[src/rtl/core/osst_pkg.sv]
`timescale 1ns / 1ps
package osst_pkg;

  localparam int unsigned DEF_CAPACITY = 16;
  localparam int unsigned VALUE_W      = 32;
  localparam int unsigned MODE_W       = 2;
  localparam int unsigned OUT_COUNT_W  = 5;

  typedef enum logic [MODE_W-1:0] {
    MODE_ADD    = 2'd0,
    MODE_REMOVE = 2'd1,
    MODE_LOOKUP = 2'd2,
    MODE_CLEAR  = 2'd3
  } mode_t;

  typedef struct packed {
    logic cmp_en;
    logic upd_en;
    logic add;
    logic remove;
  } cell_ctrl_t;

endpackage

[src/rtl/core/osst_if.sv]
`timescale 1ns / 1ps
interface osst_in_if;
  logic                                    valid;
  logic                                    ready;
  logic [osst_pkg::MODE_W-1:0]             mode;
  logic signed [osst_pkg::VALUE_W-1:0]     value;

  modport source (output valid, output mode, output value, input ready);
  modport sink   (input valid, input mode, input value, output ready);
endinterface

interface osst_out_if;
  logic                                valid;
  logic                                ready;
  logic                                found;
  logic                                changed;
  logic                                full_reject;
  logic [osst_pkg::OUT_COUNT_W-1:0]    member_count;
  logic                                is_empty;

  modport source (output valid, output found, output changed, output full_reject,
                  output member_count, output is_empty, input ready);
  modport sink   (input valid, input found, input changed, input full_reject,
                  input member_count, input is_empty, output ready);
endinterface

[src/rtl/core/ordered_set_store.sv]
`timescale 1ns / 1ps
// Each request passes ST_IDLE (accept), ST_CMP and ST_UPD; the result is registered in ST_UPD,
//   which waits while the output is stalled. A new request is accepted only in ST_IDLE;
//   the cell row compares in ST_CMP and resolves the hit chain and shift in ST_UPD.
// Reset (rst_n low, synchronous): member count cleared, controller idle, no result pending.
// Slot contents are not reset; only live slots are ever compared.
module ordered_set_store #(
  parameter int unsigned CAPACITY = osst_pkg::DEF_CAPACITY
) (
  input logic        clk,
  input logic        rst_n,
  osst_in_if.sink    in_ch,
  osst_out_if.source out_ch
);

  localparam int unsigned CNT_W = $clog2(CAPACITY + 1);
  localparam logic [CNT_W-1:0] CAP_C = CNT_W'(CAPACITY);

  typedef enum logic [1:0] {
    ST_IDLE,
    ST_CMP,
    ST_UPD
  } state_t;

  state_t                           state_r;
  logic [osst_pkg::MODE_W-1:0]      mode_r;
  logic [osst_pkg::VALUE_W-1:0]     value_r;
  logic [CNT_W-1:0]                 count_r;
  logic [CNT_W-1:0]                 count_nxt;
  logic                             out_valid_r;
  logic                             found_r;
  logic                             changed_r;
  logic                             reject_r;
  logic [osst_pkg::OUT_COUNT_W-1:0] member_count_r;
  logic                             is_empty_r;

  logic                             out_free;
  logic                             upd_go;
  logic                             found;
  logic                             changed;
  logic                             reject;
  osst_pkg::cell_ctrl_t             ctrl;
  logic [CAPACITY:0]                seen;
  logic [osst_pkg::VALUE_W-1:0]     slot_q [CAPACITY];

  assign in_ch.ready = (state_r == ST_IDLE);
  assign out_free    = !out_valid_r || out_ch.ready;
  assign upd_go      = (state_r == ST_UPD) && out_free;
  assign found       = seen[CAPACITY];

  always_comb begin
    count_nxt = count_r;
    changed   = 1'b0;
    reject    = 1'b0;
    unique case (osst_pkg::mode_t'(mode_r))
      osst_pkg::MODE_ADD: begin
        if (!found) begin
          if (count_r < CAP_C) begin
            count_nxt = count_r + CNT_W'(1);
            changed   = 1'b1;
          end else begin
            reject = 1'b1;
          end
        end
      end
      osst_pkg::MODE_REMOVE: begin
        if (found) begin
          count_nxt = count_r - CNT_W'(1);
          changed   = 1'b1;
        end
      end
      osst_pkg::MODE_LOOKUP: begin
      end
      osst_pkg::MODE_CLEAR: begin
        count_nxt = '0;
        changed   = (count_r != '0);
      end
      default: begin
      end
    endcase
  end

  always_comb begin
    ctrl.cmp_en = (state_r == ST_CMP);
    ctrl.upd_en = upd_go;
    ctrl.add    = (mode_r == osst_pkg::MODE_ADD) && !found && (count_r < CAP_C);
    ctrl.remove = (mode_r == osst_pkg::MODE_REMOVE);
  end

  assign seen[0] = 1'b0;

  for (genvar i = 0; i < CAPACITY; i++) begin : g_cell
    logic [osst_pkg::VALUE_W-1:0] up;
    if (i == CAPACITY - 1) begin : g_top
      assign up = '0;
    end else begin : g_mid
      assign up = slot_q[i+1];
    end
    osst_cell #(
      .IDX   (i),
      .CNT_W (CNT_W)
    ) u_cell (
      .clk      (clk),
      .ctrl     (ctrl),
      .count    (count_r),
      .value    (value_r),
      .slot_up  (up),
      .seen_in  (seen[i]),
      .seen_out (seen[i+1]),
      .slot_q   (slot_q[i])
    );
  end

  always_ff @(posedge clk) begin
    if (!rst_n) begin
      state_r     <= ST_IDLE;
      count_r     <= '0;
      out_valid_r <= 1'b0;
    end else begin
      if (upd_go) begin
        out_valid_r <= 1'b1;
      end else if (out_ch.ready) begin
        out_valid_r <= 1'b0;
      end
      unique case (state_r)
        ST_IDLE: begin
          if (in_ch.valid) begin
            mode_r  <= in_ch.mode;
            value_r <= in_ch.value;
            state_r <= ST_CMP;
          end
        end
        ST_CMP: begin
          state_r <= ST_UPD;
        end
        ST_UPD: begin
          if (out_free) begin
            count_r        <= count_nxt;
            found_r        <= found && (mode_r != osst_pkg::MODE_CLEAR);
            changed_r      <= changed;
            reject_r       <= reject;
            member_count_r <= osst_pkg::OUT_COUNT_W'(count_nxt);
            is_empty_r     <= (count_nxt == '0);
            state_r        <= ST_IDLE;
          end
        end
        default: begin
          state_r <= ST_IDLE;
        end
      endcase
    end
  end

  assign out_ch.valid        = out_valid_r;
  assign out_ch.found        = found_r;
  assign out_ch.changed      = changed_r;
  assign out_ch.full_reject  = reject_r;
  assign out_ch.member_count = member_count_r;
  assign out_ch.is_empty     = is_empty_r;

endmodule

[src/rtl/core/osst_cell.sv]
`timescale 1ns / 1ps
module osst_cell #(
  parameter int unsigned IDX   = 0,
  parameter int unsigned CNT_W = 5
) (
  input  logic                             clk,
  input  osst_pkg::cell_ctrl_t             ctrl,
  input  logic [CNT_W-1:0]                 count,
  input  logic [osst_pkg::VALUE_W-1:0]     value,
  input  logic [osst_pkg::VALUE_W-1:0]     slot_up,
  input  logic                             seen_in,
  output logic                             seen_out,
  output logic [osst_pkg::VALUE_W-1:0]     slot_q
);

  localparam logic [CNT_W-1:0] IDX_C = CNT_W'(IDX);

  logic [osst_pkg::VALUE_W-1:0] slot_r;
  logic                         hit_r;
  logic                         live;

  assign live     = IDX_C < count;
  assign seen_out = seen_in | hit_r;
  assign slot_q   = slot_r;

  always_ff @(posedge clk) begin
    if (ctrl.cmp_en) begin
      hit_r <= live && (slot_r == value);
    end
    if (ctrl.upd_en) begin
      // remove: every cell at or above the hit takes its upper neighbor
      if (ctrl.remove && seen_out) begin
        slot_r <= slot_up;
      end else if (ctrl.add && (IDX_C == count)) begin
        slot_r <= value;
      end
    end
  end

endmodule

[src/flat_wrapper.sv]
// flat-port wrapper written by rule: the top's interface ports become plain ports
module ordered_set_store_flat 
#(
  parameter int unsigned CAPACITY = osst_pkg::DEF_CAPACITY
)
  (clk, rst_n, in_ch_valid, in_ch_mode, in_ch_value, in_ch_ready, out_ch_valid, out_ch_found, out_ch_changed, out_ch_full_reject, out_ch_member_count, out_ch_is_empty, out_ch_ready);
  osst_in_if in_ch_i ();
  osst_out_if out_ch_i ();
  input logic clk;
  input logic rst_n;
  input wire logic [$bits(in_ch_i.valid)-1:0] in_ch_valid;
  input wire logic [$bits(in_ch_i.mode)-1:0] in_ch_mode;
  input wire logic [$bits(in_ch_i.value)-1:0] in_ch_value;
  output wire logic [$bits(in_ch_i.ready)-1:0] in_ch_ready;
  output wire logic [$bits(out_ch_i.valid)-1:0] out_ch_valid;
  output wire logic [$bits(out_ch_i.found)-1:0] out_ch_found;
  output wire logic [$bits(out_ch_i.changed)-1:0] out_ch_changed;
  output wire logic [$bits(out_ch_i.full_reject)-1:0] out_ch_full_reject;
  output wire logic [$bits(out_ch_i.member_count)-1:0] out_ch_member_count;
  output wire logic [$bits(out_ch_i.is_empty)-1:0] out_ch_is_empty;
  input wire logic [$bits(out_ch_i.ready)-1:0] out_ch_ready;
  assign in_ch_i.valid = in_ch_valid;
  assign in_ch_i.mode = in_ch_mode;
  assign in_ch_i.value = in_ch_value;
  assign in_ch_ready = in_ch_i.ready;
  assign out_ch_valid = out_ch_i.valid;
  assign out_ch_found = out_ch_i.found;
  assign out_ch_changed = out_ch_i.changed;
  assign out_ch_full_reject = out_ch_i.full_reject;
  assign out_ch_member_count = out_ch_i.member_count;
  assign out_ch_is_empty = out_ch_i.is_empty;
  assign out_ch_i.ready = out_ch_ready;
  ordered_set_store #(.CAPACITY(CAPACITY)) u_core (.clk(clk), .rst_n(rst_n), .in_ch(in_ch_i), .out_ch(out_ch_i));
endmodule
[config.mk]
export PLATFORM = sky130hd
export DESIGN_NAME = ordered_set_store_flat
export DESIGN_NICKNAME = d
export VERILOG_FILES = /design/src/rtl/core/osst_pkg.sv /design/src/rtl/core/osst_if.sv /design/src/rtl/core/ordered_set_store.sv /design/src/rtl/core/osst_cell.sv /design/src/flat_wrapper.sv
export SDC_FILE = /design/constraint.sdc
export NUM_CORES = 1
export LEC_CHECK = 0
export BUFFER_PORTS_ARGS = -buffer_cell sky130_fd_sc_hd__buf_2
export CAP_MARGIN = 5
export CORE_MARGIN = 3
export CORE_UTILIZATION = 60
export CTS_BUF_LIST = sky130_fd_sc_hd__clkbuf_2 sky130_fd_sc_hd__clkbuf_4 sky130_fd_sc_hd__clkbuf_8
export CTS_CLUSTER_SIZE = 40
export DETAILED_ROUTE_END_ITERATION = 7
export GPL_TIMING_DRIVEN = 1
export PLACE_DENSITY = 0.79
export SETUP_SLACK_MARGIN = 0.15
export SYNTH_ARGS = -nofsm -noshare
export SYNTH_HDL_FRONTEND = slang
export SYNTH_SLANG_ARGS = --single-unit
[constraint.sdc]
create_clock -name clk -period 6.89 [get_ports clk]
set_input_delay 0.3445 -clock clk [delete_from_list [all_inputs] [get_ports clk]]
set_output_delay 0.3445 -clock clk [all_outputs]
set_load 0.02 [all_outputs]
==> flow_summary.html, run 1 <==
<table>
<tr><th>Metric</th><th>Value</th></tr>
<tr><th colspan="2">Status</th></tr>
<tr><td>Run status</td><td>completed</td></tr>
<tr><th colspan="2">STA</th></tr>
<tr><td>Relative slew margins</td><td>0.0720</td></tr>
<tr><td>Final period util</td><td>0.620</td></tr>
<tr><td>RSZ-0062 raised after global routing</td><td>false</td></tr>
<tr><td>Post-route minimum period</td><td>4.27 ns</td></tr>
<tr><td>Final number of setup-violating endpoints</td><td>0</td></tr>
<tr><td>Tightest Pin Transition</td><td>1.39 ns</td></tr>
<tr><td>Endpoints failing hold</td><td>0</td></tr>
<tr><td>Final Slew Violations</td><td>0</td></tr>
<tr><td>Total negative setup slack</td><td>0 ns</td></tr>
<tr><td>Setup WS post-layout</td><td>2.62 ns</td></tr>
<tr><td>Max Fclk</td><td>0.234 GHz</td></tr>
<tr><td>Clk_skew</td><td>0.0363 ns</td></tr>
<tr><th colspan="2">Worst setup path</th></tr>
<tr><td>Slowest cell on crit path</td><td>a21oi_4</td></tr>
<tr><td>CP delay by family, top</td><td>simple AND/OR/NAND/NOR gates</td></tr>
<tr><td>Startpoint type of the worst setup path</td><td>flip-flop</td></tr>
<tr><td>Buffers and inverters on the worst path</td><td>0</td></tr>
<tr><td>Kind of critical path</td><td>reg2reg</td></tr>
<tr><td>CP Capture Type</td><td>flip-flop</td></tr>
<tr><td>Highest net fanout along the worst path</td><td>32</td></tr>
<tr><td>Worst stage delay on the critical path</td><td>0.83 ns</td></tr>
<tr><td>Data required time at the worst endpoint</td><td>7.20 ns</td></tr>
<tr><td>Endpoint arrival time on the critical path</td><td>4.58 ns</td></tr>
<tr><td>Cell chain of the critical path</td><td>nor4_1, nand3b_2, or4_4, nor2_2, and3_1, nand2_1, a21oi_4</td></tr>
<tr><th colspan="2">Die</th></tr>
<tr><td>Io pins</td><td>49</td></tr>
<tr><td>Starting density of the core</td><td>0.613</td></tr>
<tr><td>Core region area</td><td>49400 sq um</td></tr>
<tr><td>Die Footprint</td><td>53200 sq um</td></tr>
<tr><td>Cell Rows</td><td>81</td></tr>
<tr><td>Die boundary height</td><td>231 um</td></tr>
<tr><td>Die extent in x</td><td>231 um</td></tr>
<tr><th colspan="2">Cells and area</th></tr>
<tr><td>Share of post-route cells with drive strength above 1</td><td>0.344</td></tr>
<tr><td>Final Cell Area</td><td>33600 sq um</td></tr>
<tr><td>Final Instance Count excl. Fillers</td><td>2960</td></tr>
<tr><td>Fin nets</td><td>2259</td></tr>
<tr><td>Leading cell type in the layout, fill and taps excluded</td><td>edfxtp_1</td></tr>
<tr><td>Top library cells by usage in the layout, fill and taps aside</td><td>571 x edfxtp_1, 468 x mux2_2, 293 x xor2_1</td></tr>
<tr><td>Area added between synthesis and finish</td><td>11.1%</td></tr>
<tr><th colspan="2">Clock tree</th></tr>
<tr><td>TritonCTS clock tree</td><td>done</td></tr>
<tr><td>Total of cells resized after clock tree synthesis</td><td>0</td></tr>
<tr><td>Clock buffer depth</td><td>3</td></tr>
<tr><td>Clock buffer count from CTS</td><td>96</td></tr>
<tr><td>Skew-Pair Late Insertion Delay</td><td>0.71 ns</td></tr>
<tr><td>Maximum level of the CTS H-tree</td><td>3</td></tr>
<tr><td>Clk sink count</td><td>579</td></tr>
<tr><td>CTS clock-pin slew for the worst setup and hold paths</td><td>0.07 ns</td></tr>
<tr><td>CTS Root Buffer Type</td><td>clkbuf_8</td></tr>
<tr><th colspan="2">Routing</th></tr>
<tr><td>Number of search-and-repair iterations in the first detailed-routing pass</td><td>6</td></tr>
<tr><td>Remaining routing DRC violations</td><td>0</td></tr>
<tr><td>Remaining antenna violation count</td><td>0</td></tr>
<tr><td>Per-cell routed wire length</td><td>27.8 um</td></tr>
<tr><td>Vias</td><td>18.6k</td></tr>
<tr><td>Routed wire length</td><td>82.3 mm</td></tr>
<tr><td>Via count normalized by instance count</td><td>6.29</td></tr>
<tr><td>First DRT Iteration DRCs</td><td>2514</td></tr>
<tr><th colspan="2">Global route</th></tr>
<tr><td>Overall overflow remaining after global route</td><td>0</td></tr>
<tr><td>Global-route wire length before repair</td><td>122 mm</td></tr>
<tr><td>Antenna violations before repair</td><td>4</td></tr>
<tr><td>Global-route usage over all layers</td><td>0.311</td></tr>
<tr><td>Vias in the first global route</td><td>18.9k</td></tr>
<tr><td>Pin count of the biggest net entering global routing</td><td>36</td></tr>
<tr><th colspan="2">Synth</th></tr>
<tr><td>Count of mapped cells out of synthesis</td><td>2152</td></tr>
<tr><td>Number of warnings printed during yosys synthesis</td><td>0</td></tr>
<tr><td>Count of cell types in the netlist</td><td>59</td></tr>
<tr><td>Number of nets produced by synthesis</td><td>2196</td></tr>
<tr><td>Sequential-to-total area share from yosys stat</td><td>0.572</td></tr>
<tr><td>Synthesized-area fraction occupied by adder cells</td><td>0.00248</td></tr>
<tr><td>Number of enable flip-flop cells after synthesis</td><td>571</td></tr>
<tr><td>Predominant post-synthesis flop cell</td><td>edfxtp_1</td></tr>
<tr><td>FFs w/ async S/R, synth</td><td>0</td></tr>
<tr><td>Combinational family with the most area after synthesis</td><td>multiplexers</td></tr>
<tr><td>Syn_area_per_cell</td><td>14.1 sq um</td></tr>
<tr><td>Post-synthesis share of cell area spent on xor and xnor gates</td><td>0.148</td></tr>
<tr><td>Post-synthesis compound-gate area fraction</td><td>0.0181</td></tr>
<tr><td>Simple-Gate Fraction of Synth Area</td><td>0.0597</td></tr>
<tr><td>Share of cell area taken by muxes after synthesis</td><td>0.175</td></tr>
<tr><td>Synth Cell Area</td><td>30300 sq um</td></tr>
<tr><td>#FFs+latches synth</td><td>579</td></tr>
<tr><th colspan="2">Pwr</th></tr>
<tr><td>Post-layout power</td><td>7.66 mW</td></tr>
<tr><td>Worst ir drop on vdd</td><td>0.000186 V</td></tr>
<tr><td>Power Dens Cells</td><td>228 nW/um^2</td></tr>
<tr><td>Static leakage power</td><td>11.1 nW</td></tr>
<tr><th colspan="2">Place</th></tr>
<tr><td>Placed Cells incl. Taps</td><td>2744</td></tr>
<tr><td>Worst slack at placement</td><td>2.70 ns</td></tr>
<tr><td>HPWL after detailed placement</td><td>53.3 mm</td></tr>
<tr><td>Cell area reported after detailed placement</td><td>31300 sq um</td></tr>
<tr><td>Count of buffers from port buffering</td><td>48</td></tr>
<tr><td>Weighted congestion at the end of routability-driven global placement</td><td>0.970</td></tr>
<tr><th colspan="2">Min path</th></tr>
<tr><td>Class of the tightest hold or removal check</td><td>in2reg</td></tr>
<tr><th colspan="2">Job</th></tr>
<tr><td>Max-capacitance violation count</td><td>0</td></tr>
</table>
-- worst register-to-register path: stages (launching register included) --
cell and delay [ns]:
edfxtp_1 0.50, nor4_1 0.71, nand3b_2 0.35, or4_4 0.60, nor2_2 0.34, and3_1 0.37
nand2_1 0.14, a21oi_4 0.83
-- cells in the mapped netlist, types with 20 or more instances --
cell,count,area [sq um]
edfxtp_1,571,17100
nand2_1,34,128
buf_1,36,135
xor2_1,293,2570
nand3_1,25,125
xnor2_1,217,1900
o21ai_0,20,100
mux2_2,468,5270
a21oi_1,22,110
nor4_1,84,526
nand4_1,66,413
and2_1,33,206
clkbuf_1,142,533
-- path summary, 6_finish.rpt --
path                                      start                                  to  slack (ns)  cells after the start
max               u_core.g_cell[5].u_cell.hit_r  u_core.g_cell[6].u_cell.slot_q[31]        2.62                      7
max reg2reg       u_core.g_cell[5].u_cell.hit_r  u_core.g_cell[6].u_cell.slot_q[31]        2.62                      7
min                                out_ch_ready                 u_core.out_ch.valid        0.07                      3
min reg2reg  u_core.g_cell[6].u_cell.slot_q[22]  u_core.g_cell[5].u_cell.slot_q[22]        0.59                      1
-- final cells by class --
cell class                 instances  area, sq um
sequential                       579        17300
inverter                          10         37.5
fill                            3424        15700
clock inverter                    49          347
multi-input combinational       1374        12400
timing repair buffer             154         1130
tap                              664          831
clock buffer                     128         1590
antenna                            2         5.00
-- sequential cells by signal, indices dropped and copies added (netlist names) --
| register | count |
|---|---|
| u_core.out_ch.found | 1 |
| u_core.out_ch.member_count | 5 |
| u_core.out_ch.changed | 1 |
| u_core.out_ch.valid | 1 |
| u_core.count_r | 5 |
| u_core.g_cell.u_cell.hit_r | 16 |
| u_core.value_r | 32 |
| u_core.g_cell.u_cell.slot_q | 512 |
| u_core.out_ch.is_empty | 1 |
| u_core.mode_r | 2 |
| u_core.state_r | 2 |
| u_core.out_ch.full_reject | 1 |
-- kinds of logic after synthesis --
family	count (synthesis)
flip-flops	579
buffers and inverters	199
AO/OA/AOI/OAI	79
multiplexers	470
AND/OR/NAND/NOR	309
XOR/XNOR	510
adder cells (fa/ha/maj)	6
-- power by group --
group	switching (mW)	total, mW	internal (mW)
logic	0.345	0.610	0.265
clock network	1.44	3.10	1.66
registers	0.0371	3.95	3.92
total	1.82	7.66	5.84
-- layer usage --
metal	track usage	wire length [um]
met1	0.458	35100
met3	0.0832	9150
met4	0.116	3120
met5	0	33
met2	0.445	34900
-- stage by stage --
stage | utilization | hold WS (ns)
2_1_floorplan | - | 0.443
3_3_place_gp | 0.634 | 0.520
3_5_place_dp | 0.634 | 0.523
4_1_cts | 0.681 | 0.0185
5_1_grt | 0.681 | 0.102
6_report | 0.681 | 0.0653
-- timing repair --
item,CTS,global route
setup buffers,0,0
hold buffers,37,0
endpoints found under the hold margin,40,0
(Power assumes the default switching activity.)
==> inputs of run 2 (changes only) <==
- CORE_UTILIZATION: 60 -> 59
- PLACE_DENSITY: 0.79 -> 0.8
- clock period: 6.89 -> 3.64 ns (I/O delays scaled with it)
==> run 2 against run 1 <==
  * Worst setup slack got worse by 2.2 ns
  * Design area increased by 1.7%
  * Flip-flop and latch count unchanged
  * Maximum frequency increased by 31%
  * Non-clock buffer count increased by 54
  * Count of clock-buffer cells in the layout decreased by 4
  * Global-route usage increased by 1.1 points
  * Die area increased by 1.7%
  * Total power increased by 86%
  * First-iteration DRC count increased by 11%
  * Combinational power increased by 97%
  * Wire length increased by 5.7%
  * Critical path type unchanged
  * Critical endpoint is now u_core.g_cell[2].u_cell.slot_q[4]
  * Largest cell class unchanged
  * Highest routed layer unchanged
==> flow_summary.html, run 2 (synthesis results as in run 1) <==
<table>
<tr><th>Metric</th><th>Value</th></tr>
<tr><th colspan="2">Cells and area</th></tr>
<tr><td>Area added between synthesis and finish</td><td>13.0%</td></tr>
<tr><td>Flip-flop count of the largest register, all copies and words added</td><td>512</td></tr>
<tr><td>Leading cell type in the layout, fill and taps excluded</td><td>edfxtp_1</td></tr>
<tr><td>Share of post-route cells with drive strength above 1</td><td>0.353</td></tr>
<tr><td>Top library cells by usage in the layout, fill and taps aside</td><td>571 x edfxtp_1, 468 x mux2_2, 293 x xor2_1</td></tr>
<tr><td>Fin nets</td><td>2313</td></tr>
<tr><th colspan="2">STA</th></tr>
<tr><td>Post-route minimum period</td><td>3.26 ns</td></tr>
<tr><td>Final period util</td><td>0.896</td></tr>
<tr><td>Relative slew margins</td><td>0.217</td></tr>
<tr><td>RSZ-0062 raised after global routing</td><td>false</td></tr>
<tr><td>Final Slew Violations</td><td>0</td></tr>
<tr><td>Tightest Pin Transition</td><td>1.17 ns</td></tr>
<tr><td>Clk_skew</td><td>0.0264 ns</td></tr>
<tr><td>Total negative setup slack</td><td>0 ns</td></tr>
<tr><td>Endpoints failing hold</td><td>0</td></tr>
<tr><td>Final number of setup-violating endpoints</td><td>0</td></tr>
<tr><td>Max Fclk</td><td>0.307 GHz</td></tr>
<tr><th colspan="2">Clock tree</th></tr>
<tr><td>Clock buffer count from CTS</td><td>96</td></tr>
<tr><td>Maximum level of the CTS H-tree</td><td>3</td></tr>
<tr><td>CTS Root Buffer Type</td><td>clkbuf_8</td></tr>
<tr><td>Post-CTS Setup Inserts</td><td>0</td></tr>
<tr><td>Clock buffer depth</td><td>3</td></tr>
<tr><td>Clk sink count</td><td>579</td></tr>
<tr><td>Skew-Pair Late Insertion Delay</td><td>0.70 ns</td></tr>
<tr><td>TritonCTS clock tree</td><td>done</td></tr>
<tr><td>CTS clock-pin slew for the worst setup and hold paths</td><td>0.06 ns</td></tr>
<tr><th colspan="2">Die</th></tr>
<tr><td>Io pins</td><td>49</td></tr>
<tr><td>Core region area</td><td>50400 sq um</td></tr>
<tr><td>Die extent in x</td><td>232 um</td></tr>
<tr><td>Starting density of the core</td><td>0.601</td></tr>
<tr><td>Die Footprint</td><td>54000 sq um</td></tr>
<tr><td>Cell Rows</td><td>82</td></tr>
<tr><td>Die boundary height</td><td>232 um</td></tr>
<tr><th colspan="2">Global route</th></tr>
<tr><td>Vias in the first global route</td><td>18.9k</td></tr>
<tr><td>Antenna violations before repair</td><td>1</td></tr>
<tr><td>Overall overflow remaining after global route</td><td>0</td></tr>
<tr><td>Global-route usage over all layers</td><td>0.322</td></tr>
<tr><td>Pin count of the biggest net entering global routing</td><td>36</td></tr>
<tr><td>Global-route wire length before repair</td><td>126 mm</td></tr>
<tr><th colspan="2">Place</th></tr>
<tr><td>Weighted congestion at the end of routability-driven global placement</td><td>1.01</td></tr>
<tr><td>HPWL after detailed placement</td><td>58.6 mm</td></tr>
<tr><td>Count of buffers from port buffering</td><td>48</td></tr>
<tr><th colspan="2">Routing</th></tr>
<tr><td>Per-cell routed wire length</td><td>28.9 um</td></tr>
<tr><td>Routed wire length</td><td>87.0 mm</td></tr>
<tr><td>Via count normalized by instance count</td><td>6.32</td></tr>
<tr><td>Vias</td><td>19.0k</td></tr>
<tr><td>Number of search-and-repair iterations in the first detailed-routing pass</td><td>6</td></tr>
<tr><td>Remaining routing DRC violations</td><td>0</td></tr>
<tr><td>Remaining antenna violation count</td><td>0</td></tr>
<tr><td>First DRT Iteration DRCs</td><td>2781</td></tr>
<tr><th colspan="2">Min path</th></tr>
<tr><td>Start point of the worst min-delay path</td><td>in_ch_value[23]</td></tr>
<tr><td>Hold path cells</td><td>2</td></tr>
<tr><td>Class of the tightest hold or removal check</td><td>in2reg</td></tr>
<tr><th colspan="2">Worst setup path</th></tr>
<tr><td>Launch point of the worst reg-to-reg path</td><td>u_core.g_cell[10].u_cell.hit_r</td></tr>
<tr><td>Highest net fanout along the worst path</td><td>32</td></tr>
<tr><td>FF-to-FF path depth</td><td>7</td></tr>
<tr><td>CP Capture Type</td><td>flip-flop</td></tr>
<tr><td>Kind of critical path</td><td>reg2reg</td></tr>
<tr><td>Cell chain of the critical path</td><td>or4_4, or4_4, nor3_2, and2_1, a21oi_1, nor2_2, buf_4</td></tr>
<tr><td>Worst stage delay on the critical path</td><td>0.64 ns</td></tr>
<tr><td>Most used cell, CP</td><td>or4_4</td></tr>
<tr><td>Slowest cell on crit path</td><td>or4_4</td></tr>
<tr><td>Startpoint type of the worst setup path</td><td>flip-flop</td></tr>
<tr><td>Data required time at the worst endpoint</td><td>3.98 ns</td></tr>
<tr><td>Endpoint arrival time on the critical path</td><td>3.60 ns</td></tr>
<tr><td>First element of the critical path</td><td>u_core.g_cell[10].u_cell.hit_r</td></tr>
<tr><th colspan="2">Pwr</th></tr>
<tr><td>Worst ir drop on vdd</td><td>0.000259 V</td></tr>
<tr><td>Static leakage power</td><td>11.4 nW</td></tr>
<tr><td>Post-layout power</td><td>14.3 mW</td></tr>
<tr><td>Power Dens Cells</td><td>417 nW/um^2</td></tr>
<tr><th colspan="2">Status</th></tr>
<tr><td>Run status</td><td>completed</td></tr>
<tr><th colspan="2">Job</th></tr>
<tr><td>Max-capacitance violation count</td><td>0</td></tr>
</table>
-- run 2: critical path: cells and delay by family (launching register included) --
family | cells | cell delay, ns
DFF | 1 | 0.48
AOI/OAI and AO/OA | 1 | 0.11
buffers and inverters | 1 | 0.36
and+or+nand+nor | 5 | 1.95
-- run 2: per-stage QoR --
step,util,setup slack [ns],hold slack [ns],instances,cell area [sq um]
4_1_cts,0.679,0.290,0.148,3010,34200
3_5_place_dp,0.635,0.297,0.360,2804,32000
5_1_grt,0.679,0.249,0.170,3010,34200
2_1_floorplan,-,0.198,0.281,2152,30300
3_3_place_gp,0.635,0.381,0.358,2804,32000
6_report,0.679,0.379,0.197,3011,34200
-- run 2: path summary, 6_finish.rpt --
kind	endpoint	slack [ns]
max	u_core.g_cell[2].u_cell.slot_q[4]	0.38
min	u_core.value_r[23]	0.20
max reg2reg	u_core.g_cell[2].u_cell.slot_q[4]	0.38
min reg2reg	u_core.out_ch.valid	0.58
-- run 2: report_power, final --
part / total (mW) / switching, mW / internal, mW / leakage (nW)
sequential: 7.52 / 0.112 / 7.41 / 5.23
clock: 5.55 / 2.64 / 2.92 / 0.961
combinational: 1.20 / 0.655 / 0.545 / 5.20
-- run 2: area by class of cell --
| class | instances | area (sq um) |
|---|---|---|
| antenna | 1 | 2.50 |
| clock buffer | 124 | 1560 |
| clock inverter | 43 | 243 |
| fill | 3441 | 16200 |
| inverter | 10 | 37.5 |
| multi-input combinational | 1374 | 12400 |
| sequential | 579 | 17300 |
| tap | 672 | 841 |
| timing repair buffer | 208 | 1840 |
-- run 2: layer usage --
metal  part of all wire  track usage
met1               0.42        0.470
met2               0.42        0.459
met3               0.12       0.0997
met4              0.035        0.112
met5           0.000092            0
-- run 2: what timing repair did --
action                                  in CTS  in global routing
endpoints found under the hold margin       42                  0
hold buffers                                39                  0
resized for setup                            0                  2
endpoints found under the setup margin       0                 55
